--- src/rtl/plti_mul.sv ---
module plti_mul (
  input  logic        clk,
  input  logic [32:0] a,
  input  logic [15:0] b,
  output logic [48:0] p
);

  logic [48:0] p_r;

  always_ff @(posedge clk) begin
    p_r <= 49'(a) * 49'(b);
  end

  assign p = p_r;

endmodule

--- config.mk ---
export PLATFORM = sky130hd
export DESIGN_NAME = plti_mul
export DESIGN_NICKNAME = d
export VERILOG_FILES = /design/src/rtl/plti_mul.sv
export SDC_FILE = /design/constraint.sdc
export NUM_CORES = 1
export LEC_CHECK = 0
export BUFFER_PORTS_ARGS = -buffer_cell sky130_fd_sc_hd__buf_2
export CAP_MARGIN = 20
export CORE_MARGIN = 2
export CORE_UTILIZATION = 65
export DETAILED_ROUTE_END_ITERATION = 6
export GPL_TIMING_DRIVEN = 0
export PLACE_DENSITY = 0.94
export REMOVE_ABC_BUFFERS = 1
export SLEW_MARGIN = 20
export SYNTH_ARGS = -nofsm -noshare
export SYNTH_HDL_FRONTEND = slang
export SYNTH_SLANG_ARGS = --single-unit
--- constraint.sdc ---
create_clock -name clk -period 8.7 [get_ports clk]
set_clock_uncertainty 0.1 [all_clocks]
set_input_delay 0.435 -clock clk [delete_from_list [all_inputs] [get_ports clk]]
set_output_delay 0.435 -clock clk [all_outputs]
set_load 0.02 [all_outputs]
==> results.md <==
* Largest register FFs at 49
* F_max at 138 MHz
* Post-CTS sizing at 0
* Met2 track demand over resource at 61.2%
* Vias per cell at 6.01
* GRT busiest layer: met2
* Routed wire length at 48000 µm
* Syn avg cell area at 8.94 µm²
* # rows at 60
* Placed insts at 2321
* Worst-margin pin slew at 0.911 ns
* DRC at 0
* Die height at 169 µm
* RSZ-0062 raised after global routing: no
* Clock Sinks at 49
* Via Count at 14000
* Outcome: complete, no violations
* Synth Register Bits at 49
* Post-synth EDFFs at 0
* Met3 Use GR at 7.04%
* Type of the tightest min-delay check: in -> reg
* Hpwl dp at 36700 µm
* Net total in the final layout at 2590
* Routed len/inst at 20.6 µm
* Hold Buf Count CTS at 0
* First-pass GRT wire length at 78600 µm
* Clock-pin slew on the worst setup and hold paths at 0.07 ns
* Core region area at 0.0268 mm²
* GRT met1 Usage at 42.1%
* Yosys cell types at 59
* Sequential cell area fraction in the yosys report at 5.55%
* Final setup fails at 0
* Post-route ant nets at 0
* Final Hold Viols at 0
* Ant diodes at 0
* Initial antenna violation count at 1
* Drt pass-1 iters at 6
* Final core area utilization at 68.6%
* All-Layer GR Usage at 35.6%
* H-tree Lvls at 2
* Layout area overhead at 3.96%
* Share of layout cells above drive strength 1 at 6.09%
* Worst EP required at 8.76 ns
* Final cycle utilization of the critical path at 83.0%
* Root Buffer: clkbuf_16
* Post CTS Setup Buffer Count at 0
* Post-synth top area cell: fa_1
* Final non-filler cell total at 2328
* WS Path Type: in -> reg
* Tmin final at 7.22 ns
* RD Place Congestion at 0.932
* Ys async rst share at 0%
* Input/output buffers at 98
* Ports at 99
* Synth cell count leaders: 444 x inv_1, 432 x fa_1, 329 x nand2_1
* Cell Area, Synth at 0.0177 mm²
* Synth warnings at 0
* Critical path startpoint category: input port
* Slew HR at 39.3%
* Top-count cell post-synth: inv_1
* Slew Limit Fails at 0
* Yosys top cell area share at 48.9%
* Max Root-Sink Buffers at 2
* Max Cap Viol at 0
* CTS tree: yes
* Initial Util at 66.0%
* Vias in the first global route at 15800
* Synth top area cells: fa_1 49%, inv_1 9.4%, ha_1 8.6%
* Die X at 169 µm
* Syn Inst Count at 1977
* Total CTS buffers at 5
* Pin count of the biggest net entering global routing at 34
* Ys flop type: dfxtp_1
* Final TNS setup at 0 ns
* Crit-path max FO at 33
* Worst Path Arrival at 7.28 ns
* DR iter-0 viols at 1292
* Crit. End Element: flip-flop
* Die footprint at 0.0285 mm²
* GRT Residual Overflow at 0
placed cells by master (no fill, tap or decap), types with 4 or more instances in the layout:
cell type / count
and3_1: 4
o21bai_1: 6
xor2_1: 16
nand2b_1: 4
a21o_1: 14
nand2_1: 329
a31oi_1: 7
fa_1: 432
o21a_1: 5
a21oi_1: 56
o211ai_1: 4
nand4_1: 8
dfxtp_1: 49
nand3_1: 14
clkbuf_16: 5
nor3_1: 6
and2_1: 229
o21ai_0: 24
ha_1: 121
xnor2_1: 25
nor2_1: 29
buf_2: 98
inv_1: 444
nor2b_1: 8
critical path, stage by stage:
cell and delay [ns]:
buf_2 0.66, nand2_1 0.22, fa_1 0.59, inv_1 0.05, fa_1 0.50, inv_1 0.06
fa_1 0.54, inv_1 0.06, fa_1 0.50, fa_1 0.51, inv_1 0.05, fa_1 0.48
inv_1 0.05, ha_1 0.38, a21oi_1 0.23, o21ai_0 0.15, or2_2 0.34, o21ai_4 0.21
a311oi_2 0.16, o21a_2 0.27, nand2b_4 0.15, a2111oi_0 0.50, a311oi_1 0.16
cell families (layout without fill, tap and decap cells):
group                    after synthesis  after routing  share of synthesized area (%)
AND/OR/NAND/NOR                      644            644                           17.7
adder cells (fa/ha/maj)              553            553                           57.5
buffers and inverters                539            549                           11.6
AO/OA/AOI/OAI                        151            151                           5.68
flip-flops                            49             49                           5.55
XOR/XNOR                              41             41                           2.03
through the flow:
stage               setup slack, ns  area (µm²)  hold WS, ns
floorplan                      2.69       17300        0.457
global placement               1.53       18200        0.750
detailed placement             1.41       18200        0.750
CTS                            1.66       18400        0.479
global route                   1.16       18400        0.535
finish                         1.48       18400        0.523
routing by layer:
| layer | wire length (µm) | up-vias |
|---|---|---|
| met5 | 0 | - |
| met4 | 2860 | 0 |
| met3 | 5250 | 283 |
| met2 | 23900 | 936 |
| met1 | 16000 | 6958 |
| li1 | - | 5804 |
layout make-up:
class,count,area [µm²]
Sequential cell,49,981
Clock buffer,5,125
Tap cell,341,427
Timing Repair Buffer,98,490
Multi-Input combinational cell,1389,14600
Clock inverter,2,38.8
Inverter,444,1670
Fill cell,1893,8420
path summary, 6_finish.rpt:
check / startpoint / endpoint / cells after the start
setup / recovery: b[7] / p[43] / 23
hold / removal: a[0] / p[0] / 2
Power is left out: the tool's default activity adds up to more than one toggle a clock period on the data nets, which glitch-free logic cannot reach.
