## src/rtl/plti_div.sv

```systemverilog
module plti_div (
  input  logic        clk,
  input  logic        rst_n,
  input  logic        start,
  input  logic [31:0] num,
  input  logic [31:0] den,
  output logic        done,
  output logic [31:0] quot
);

  logic        running_r;
  logic        done_r;
  logic [4:0]  cnt_r;
  logic [31:0] rem_r;
  logic [31:0] den_r;
  logic [31:0] quot_r;
  logic [32:0] rem2;
  logic        ge;
  logic [31:0] rem_nxt;

  // The numerator is below the divisor, so each step keeps the remainder in 32 bits.
  always_comb begin
    rem2    = {rem_r, 1'b0};
    ge      = rem2 >= {1'b0, den_r};
    rem_nxt = ge ? 32'(rem2 - {1'b0, den_r}) : rem2[31:0];
  end

  always_ff @(posedge clk) begin
    if (!rst_n) begin
      running_r <= 1'b0;
      done_r    <= 1'b0;
      cnt_r     <= '0;
    end else begin
      done_r <= 1'b0;
      if (start) begin
        running_r <= 1'b1;
        cnt_r     <= '0;
      end else if (running_r) begin
        cnt_r <= cnt_r + 5'd1;
        if (cnt_r == 5'd31) begin
          running_r <= 1'b0;
          done_r    <= 1'b1;
        end
      end
    end
  end

  always_ff @(posedge clk) begin
    if (start) begin
      rem_r <= num;
      den_r <= den;
    end else if (running_r) begin
      rem_r  <= rem_nxt;
      quot_r <= {quot_r[30:0], ge};
    end
  end

  assign done = done_r;
  assign quot = quot_r;

endmodule

```

## config.mk

```make
export PLATFORM = sky130hd
export DESIGN_NAME = plti_div
export DESIGN_NICKNAME = d
export VERILOG_FILES = /design/src/rtl/plti_div.sv
export SDC_FILE = /design/constraint.sdc
export NUM_CORES = 1
export LEC_CHECK = 0
export BUFFER_PORTS_ARGS = -buffer_cell sky130_fd_sc_hd__buf_4
export CAP_MARGIN = 40
export CORE_ASPECT_RATIO = 0.9
export CORE_MARGIN = 1.5
export CORE_UTILIZATION = 50
export DETAILED_ROUTE_END_ITERATION = 10
export PLACE_DENSITY = 0.82
export RECOVER_POWER = 50
export SLEW_MARGIN = 20
export SYNTH_ARGS = -nofsm -noshare
export SYNTH_HDL_FRONTEND = slang
export SYNTH_SLANG_ARGS = --single-unit
```

## constraint.sdc

```tcl
create_clock -name clk -period 8.6 [get_ports clk]
set_input_delay 0.43 -clock clk [delete_from_list [all_inputs] [get_ports clk]]
set_output_delay 0.43 -clock clk [all_outputs]
set_load 0.03 [all_outputs]
```

==> impl_results.md, run 1 <==
* Status: finished with violations
* Failing checks: capacitance limit, slew limit
* Grt ovf at 0
* Synth-to-Final Area Change at 20.38%
* Number of global-route vias before repair at 4219
* Fmax at 282.9 MHz
* DIE WIDTH at 116.0 um
* # port buffers at 99
* Max Cap Violations at 2
* 1st-iter DRT viols at 241
* Top cells by area, synth: edfxtp_1 50%, ha_1 7.4%, nand2_1 3.2%
* Pwr/cell area at 263.3 nW/um^2
* Ys Warns at 0
* Register area share after synthesis at 0.5261
* Top-count cell post-synth: edfxtp_1
* Placer Congestion at 0.8953
* Clk sinks at 103
* Final Skew at 11.37 ps
* Post-synthesis adder-cell area fraction at 0.07753
* Met3 Track Usage GR at 0.05684
* Gr busiest metal: met2
* Setup TNS at 0 ps
* Fin crit share at 0.4110
* Post-Synth XOR/XNOR Area at 0.03049
* CTS tree: built
* Syn_nets at 618
* Post-synthesis mux area share at 0.03158
* Critical Path Sink Type: flop
* FP Rows at 36
* Maximum vdd drop at 0.0001252 V
* First-pass GRT wire length at 20070 um
* Final net count at 717
* Worst slew margin at -0.2218
* CTS-repair resized insts at 0
* Share of post-route cells with drive strength above 1 at 0.2113
* Min-delay worst type: primary input to flop
* Largest family of logic cells by synthesized area: compound AO/OA/AOI/OAI gates
* Yosys reg bits at 103
* Fin Hold WS at 266.5 ps
* CP max FO at 26
* Post-synth cell types at 69
* Critical path arrival at 3580 ps
* Post-DP HPWL at 8696 um
* Clock Latency Late Sink at 360 ps
* Mean Syn Cell Area at 11.13 um^2
* Tot GR Track Use at 0.2117
* # diodes at 0
* Hold buffer count at cts at 0
* Post-synth top area share at 0.5017
* Detailed Route WL at 12360 um
* Global Route met1 Usage at 0.2781
* Pre-antenna DRT Iters at 5
* Clk root buf: clkbuf_16
* M2 GR Usage at 0.3361
* Largest net degree at the start of global routing at 83
* Per-cell routed wire length at 16.01 um
* Starting Density at 0.5228
* Die H at 104.7 um
* Clock-pin slew on the worst setup and hold paths at 70 ps
* Core Region at 10990 um^2
* Commonest cells in the netlist: 96 x edfxtp_1, 49 x nand2_1, 40 x inv_1
* Number of buffers created by CTS at 9
* Lkg Pwr at 2.949 nW
* Simple-Gate Fraction of Synth Area at 0.1315
* Post-Syn Area at 5746 um^2
* Post-DRT Antenna Nets at 0
* Die area at 12140 um^2
* Setup Buffers After CTS at 0
* Total power at 0.001821 W
* Actual slew at the worst max-slew pin at 1833 ps
* Vias per inst at 5.548
* Synth Area in Compound Gates at 0.1627
* Tmin final at 3535 ps
* R2R Setup Slk at 5070 ps
* Final setup violation count at 0
* Most used DFF post-synth: edfxtp_1
* Type of origin of the critical path: flop
* Asr flop ratio synth at 0
* Max Root-Sink Buffers at 2
* Final hold vios at 0
* Initial antenna violation count at 0
* Via Count at 4283
* Crit path kind: flop to flop
* # H-tree levels at 3
* I/O Pins at 100
* WP data required at 8640 ps
* Dominant cell type by area after synthesis: edfxtp_1
* EDFF count, synth at 96
* Cells after synthesis at 516
* Residual DRC at 0
* RSZ-0062 raised after global routing: no
* Final max-slew violation count at 85
## final timing paths
kind,from,cells after the start,to
worst min-delay path,den[27],1,den_r[27]
worst max register to register,rem_r[7],10,rem_r[27]
worst max-delay path,rem_r[7],10,rem_r[27]
worst min register to register,quot[12],0,quot[13]
## kinds of logic after synthesis
kind of cell | Yosys count
AND/OR/NAND/NOR | 147
AO/OA/AOI/OAI | 136
flip-flops | 103
buffers and inverters | 57
adder cells (fa/ha/maj) | 35
XOR/XNOR | 20
multiplexers | 18
## where the power goes
part | leakage (nW) | internal [W] | switching [W]
combinational | 1.84 | 0.000328 | 0.000442
sequential | 0.991 | 0.000642 | 0.0000372
clock | 0.120 | 0.000195 | 0.000176
total | 2.95 | 0.00117 | 0.000656
## worst max-delay path: stages (launching register included)
cell and delay (ps):
edfxtp_1 400, ha_1 400, a21o_1 210, a31o_2 270, or3_1 380, o211ai_2 220, a31o_2 230, a21o_4 300
inv_2 310, nand2_1 350, o221ai_1 150
## state kept, by name (all words and copies together) (netlist names)
| signal | flops |
|---|---|
| cnt_r | 5 |
| den_r | 32 |
| done | 1 |
| quot | 32 |
| rem_r | 32 |
| running_r | 1 |
## layout make-up
type                    count  area, um^2
inverters                  42       157.7
well taps                 152       190.2
fillers                   915        4074
multi-input cells         356        2495
clock inverters             4       23.77
repair buffers            103       790.8
clock buffers              12       236.5
flip-flops and latches    103        3023
## per-stage QoR
step / area [um^2] / cells / worst slack (ps) / util
6_report: 6917 / 772 / 5065 / 0.6293
5_1_grt: 6917 / 772 / 4853 / 0.6293
4_1_cts: 6877 / 769 / 5097 / 0.6257
3_5_place_dp: 6616 / 753 / 5106 / 0.6020
3_3_place_gp: 6616 / 753 / 5247 / 0.6020
2_1_floorplan: 5746 / 516 / 5797 / -
## placed cells by master (no fill, tap or decap), drive strengths merged, types with 4 or more instances in the layout
cell type	count
nor3	10
or3	5
nand3	18
mux2i	17
o21bai	5
a21boi	6
nand2	50
a31oi	6
a211oi	4
xor2	13
inv	41
edfxtp	96
a21oi	31
dfxtp	7
ha	34
a2bb2oi	4
o211ai	6
nand2b	5
buf	65
nor2b	5
nand4	5
nor2	22
o21ai	30
a21o	21
clkbuf	50
and3	10
xnor2	7
## metal layers
| layer | routed length (um) | vias to the layer above |
|---|---|---|
| met5 | 0 | - |
| met4 | 235 | 0 |
| met3 | 614 | 20 |
| met2 | 5851 | 108 |
| met1 | 5654 | 2039 |
| li1 | - | 2116 |
(Power assumes the default switching activity.)
==> run 2: changes to the inputs <==
PLACE_DENSITY = 0.85   (was 0.82)
clock period = 3 ns   (was 8.6 ns; I/O delays follow)
==> run 2 against run 1 <==
The run ends with setup timing left. Non-clock buffer count up 58. Clock power rose to 3.4 times the previous value. Global-route usage up 2.6 points. Worst setup slack worse by 5100 ps. Combinational power rose to 3.5 times the previous value. Cell count up 7.5%. Sequential power rose to 2.9 times the previous value. Wire length up 13%. Critical path depth unchanged. Design area up 11%. First-iteration DRC count up 49%.
==> impl_results.md, run 2 (synthesized netlist as in run 1, its figures left out) <==
* FP Rows at 36 (unchanged)
* Maximum vdd drop at 0.0004306 V (was 0.0001252 V)
* Residual DRC at 0 (unchanged)
* Crit path kind: flop to flop (unchanged)
* Commonest non-fill, non-tap cell in the layout: edfxtp_1 (unchanged)
* Clock Latency Late Sink at 360 ps (about the same)
* First-pass GRT wire length at 22380 um (was 20070 um)
* Final max-slew violation count at 0 (was 85)
* Critical path arrival at 3200 ps (was 3580 ps)
* Register-to-Register Path Depth at 10 (unchanged)
* Setup TNS at -5.055 ps (was 0 ps)
* Grt ovf at 0 (unchanged)
* Vias per inst at 5.576 (was 5.548)
* # diodes at 0 (unchanged)
* Die area at 12140 um^2 (unchanged)
* DIE WIDTH at 116.0 um (unchanged)
* # H-tree levels at 3 (unchanged)
* Die H at 104.7 um (unchanged)
* Starting Density at 0.5228 (unchanged)
* Largest net degree at the start of global routing at 62 (was 83)
* Final setup margin at -5.055 ps (was 5065 ps)
* Slowest CP cell: edfxtp_1 (unchanged)
* FF/Latch Area at 3023 um^2 (unchanged)
* Final hold vios at 0 (unchanged)
* Post-DRT Antenna Nets at 0 (unchanged)
* Number of buffers created by CTS at 9 (unchanged)
* Max Cap Violations at 0 (was 2)
* Share of post-route cells with drive strength above 1 at 0.2566 (was 0.2113)
* CP delay by family, top: simple AND/OR/NAND/NOR gates (was compound AO/OA/AOI/OAI gates)
* Pwr/cell area at 773.4 nW/um^2 (was 263.3 nW/um^2)
* Fill cells at 824 (was 915)
* Worst path cell trace: ha_4, nand3_2, or3_4, nor2_2, o211ai_4, a31o_4, a21o_4, buf_12, or3b_1, a31oi_1 (was ha_1, a21o_1, a31o_2, or3_1, o211ai_2, a31o_2, a21o_4, inv_2, nand2_1, o221ai_1)
* Initial antenna violation count at 0 (unchanged)
* Final setup violation count at 1 (was 0)
* Failing checks: setup timing (was capacitance limit, slew limit)
* Clock-pin slew on the worst setup and hold paths at 70 ps (about the same)
* 1st-iter DRT viols at 360 (was 241)
* Detailed Route WL at 14020 um (was 12360 um)
* Core Region at 10990 um^2 (unchanged)
* I/O Pins at 100 (unchanged)
* Actual slew at the worst max-slew pin at 633.5 ps (was 1833 ps)
* Worst slew margin at 0.5777 (was -0.2218)
* Min-delay worst type: primary input to flop (unchanged)
* WP data required at 3190 ps (was 8640 ps)
* Fin crit share at 1.002 (was 0.4110)
* Hold Path Depth at 2 (was 1)
* Fmax at 332.8 MHz (was 282.9 MHz)
* Type of origin of the critical path: flop (unchanged)
* CP max FO at 19 (was 26)
* Area of the multi-input gates at 2700 um^2 (was 2495 um^2)
* Max Root-Sink Buffers at 2 (unchanged)
* Per-cell routed wire length at 16.89 um (was 16.01 um)
* Tot GR Track Use at 0.2373 (was 0.2117)
* Final Skew at 6.891 ps (was 11.37 ps)
* Status: finished with violations (unchanged)
* Crit-path max cell delay at 450 ps (was 400 ps)
* Synth-to-Final Area Change at 33.51% (was 20.38%)
* Via Count at 4628 (was 4283)
* Worst path depth at 10 (unchanged)
* # port buffers at 99 (unchanged)
* Tmin final at 3005 ps (was 3535 ps)
* Commonest cells after routing, fill and taps aside: 96 x edfxtp_1, 81 x buf_4, 49 x nand2_1 (was 96 x edfxtp_1, 63 x buf_4, 49 x nand2_1)
* Final net count at 775 (was 717)
* DP Area at 6819 um^2 (was 6616 um^2)
* Number of global-route vias before repair at 4709 (was 4219)
* Critical Path Sink Type: flop (unchanged)
* Total power at 0.005932 W (was 0.001821 W)
* Final core utilization at 0.6980 (was 0.6293)
* Clk sinks at 103 (unchanged)
* Pre-antenna DRT Iters at 5 (unchanged)
* Placer Congestion at 0.9098 (was 0.8953)
* Post-DP HPWL at 9609 um (was 8696 um)
* Lkg Pwr at 3.230 nW (was 2.949 nW)
* CTS tree: built (unchanged)
* Clk root buf: clkbuf_16 (unchanged)
* Buffers & Inverters on Critical Path at 1 (unchanged)
* Finished Cell Area at 7671 um^2 (was 6917 um^2)
==> run 2: changes by cell type in the layout (fill, tap and decap cells not counted), sizes merged <==
cell         previous run  this run
buf                    65        85
bufinv                  0         2
clkbuf                 50        55
clkinv                  3         4
clkinvlp                2         0
dlygate4sd3             0        32
==> run 2: final timing paths <==
kind / startpoint / end / slack [ps]
setup / recovery: rem_r[15] / rem_r[22] / -5
hold / removal: rst_n / done / 50
setup reg to reg: rem_r[15] / rem_r[22] / -5
hold reg to reg: quot[9] / quot[10] / 450
==> run 2: area by class of cell <==
class / count / share of cell area
clock buffer: 11 / 0.03034
clock inverter: 5 / 0.01076
inverter: 42 / 0.02055
multi-input combinational: 356 / 0.3520
sequential: 103 / 0.3941
tap: 152 / 0.02479
timing repair buffer: 161 / 0.1675
==> run 2: routing by layer <==
layer	vias to the layer above	part of all wire	wire [um]	track usage
met3	15	0.053	746	0.06090
li1	2231	-	-	-
met4	0	0.016	230	0.06446
met1	2218	0.43	6090	0.2983
met2	164	0.50	6954	0.4034
met5	-	0	0	0
==> run 2: repair_timing <==
| action | CTS | global route |
|---|---|---|
| pin swaps | 1 | 9 |
| buffers inserted | 0 | 7 |
| hold buffers | 32 | 0 |
| endpoints found under the setup margin | 3 | 28 |
| gates resized for setup | 6 | 25 |
| hold endpoints to repair | 32 | 0 |
==> run 2: power breakdown <==
part,internal [W],switching (W),leakage (nW)
combinational,0.00128,0.00143,2.09
clock,0.000733,0.000522,0.154
sequential,0.00184,0.000136,0.991
==> run 2: through the flow <==
stage / hold WS [ps] / cells / setup slack [ps]
final: 45.86 / 830 / -5.055
after global routing: 45.06 / 830 / -71.10
after CTS: 37.34 / 823 / 14.65
after detailed placement: 329.4 / 775 / -27.83
after global placement: 328.1 / 775 / 6.096
after floorplan: 248.9 / 516 / 196.7
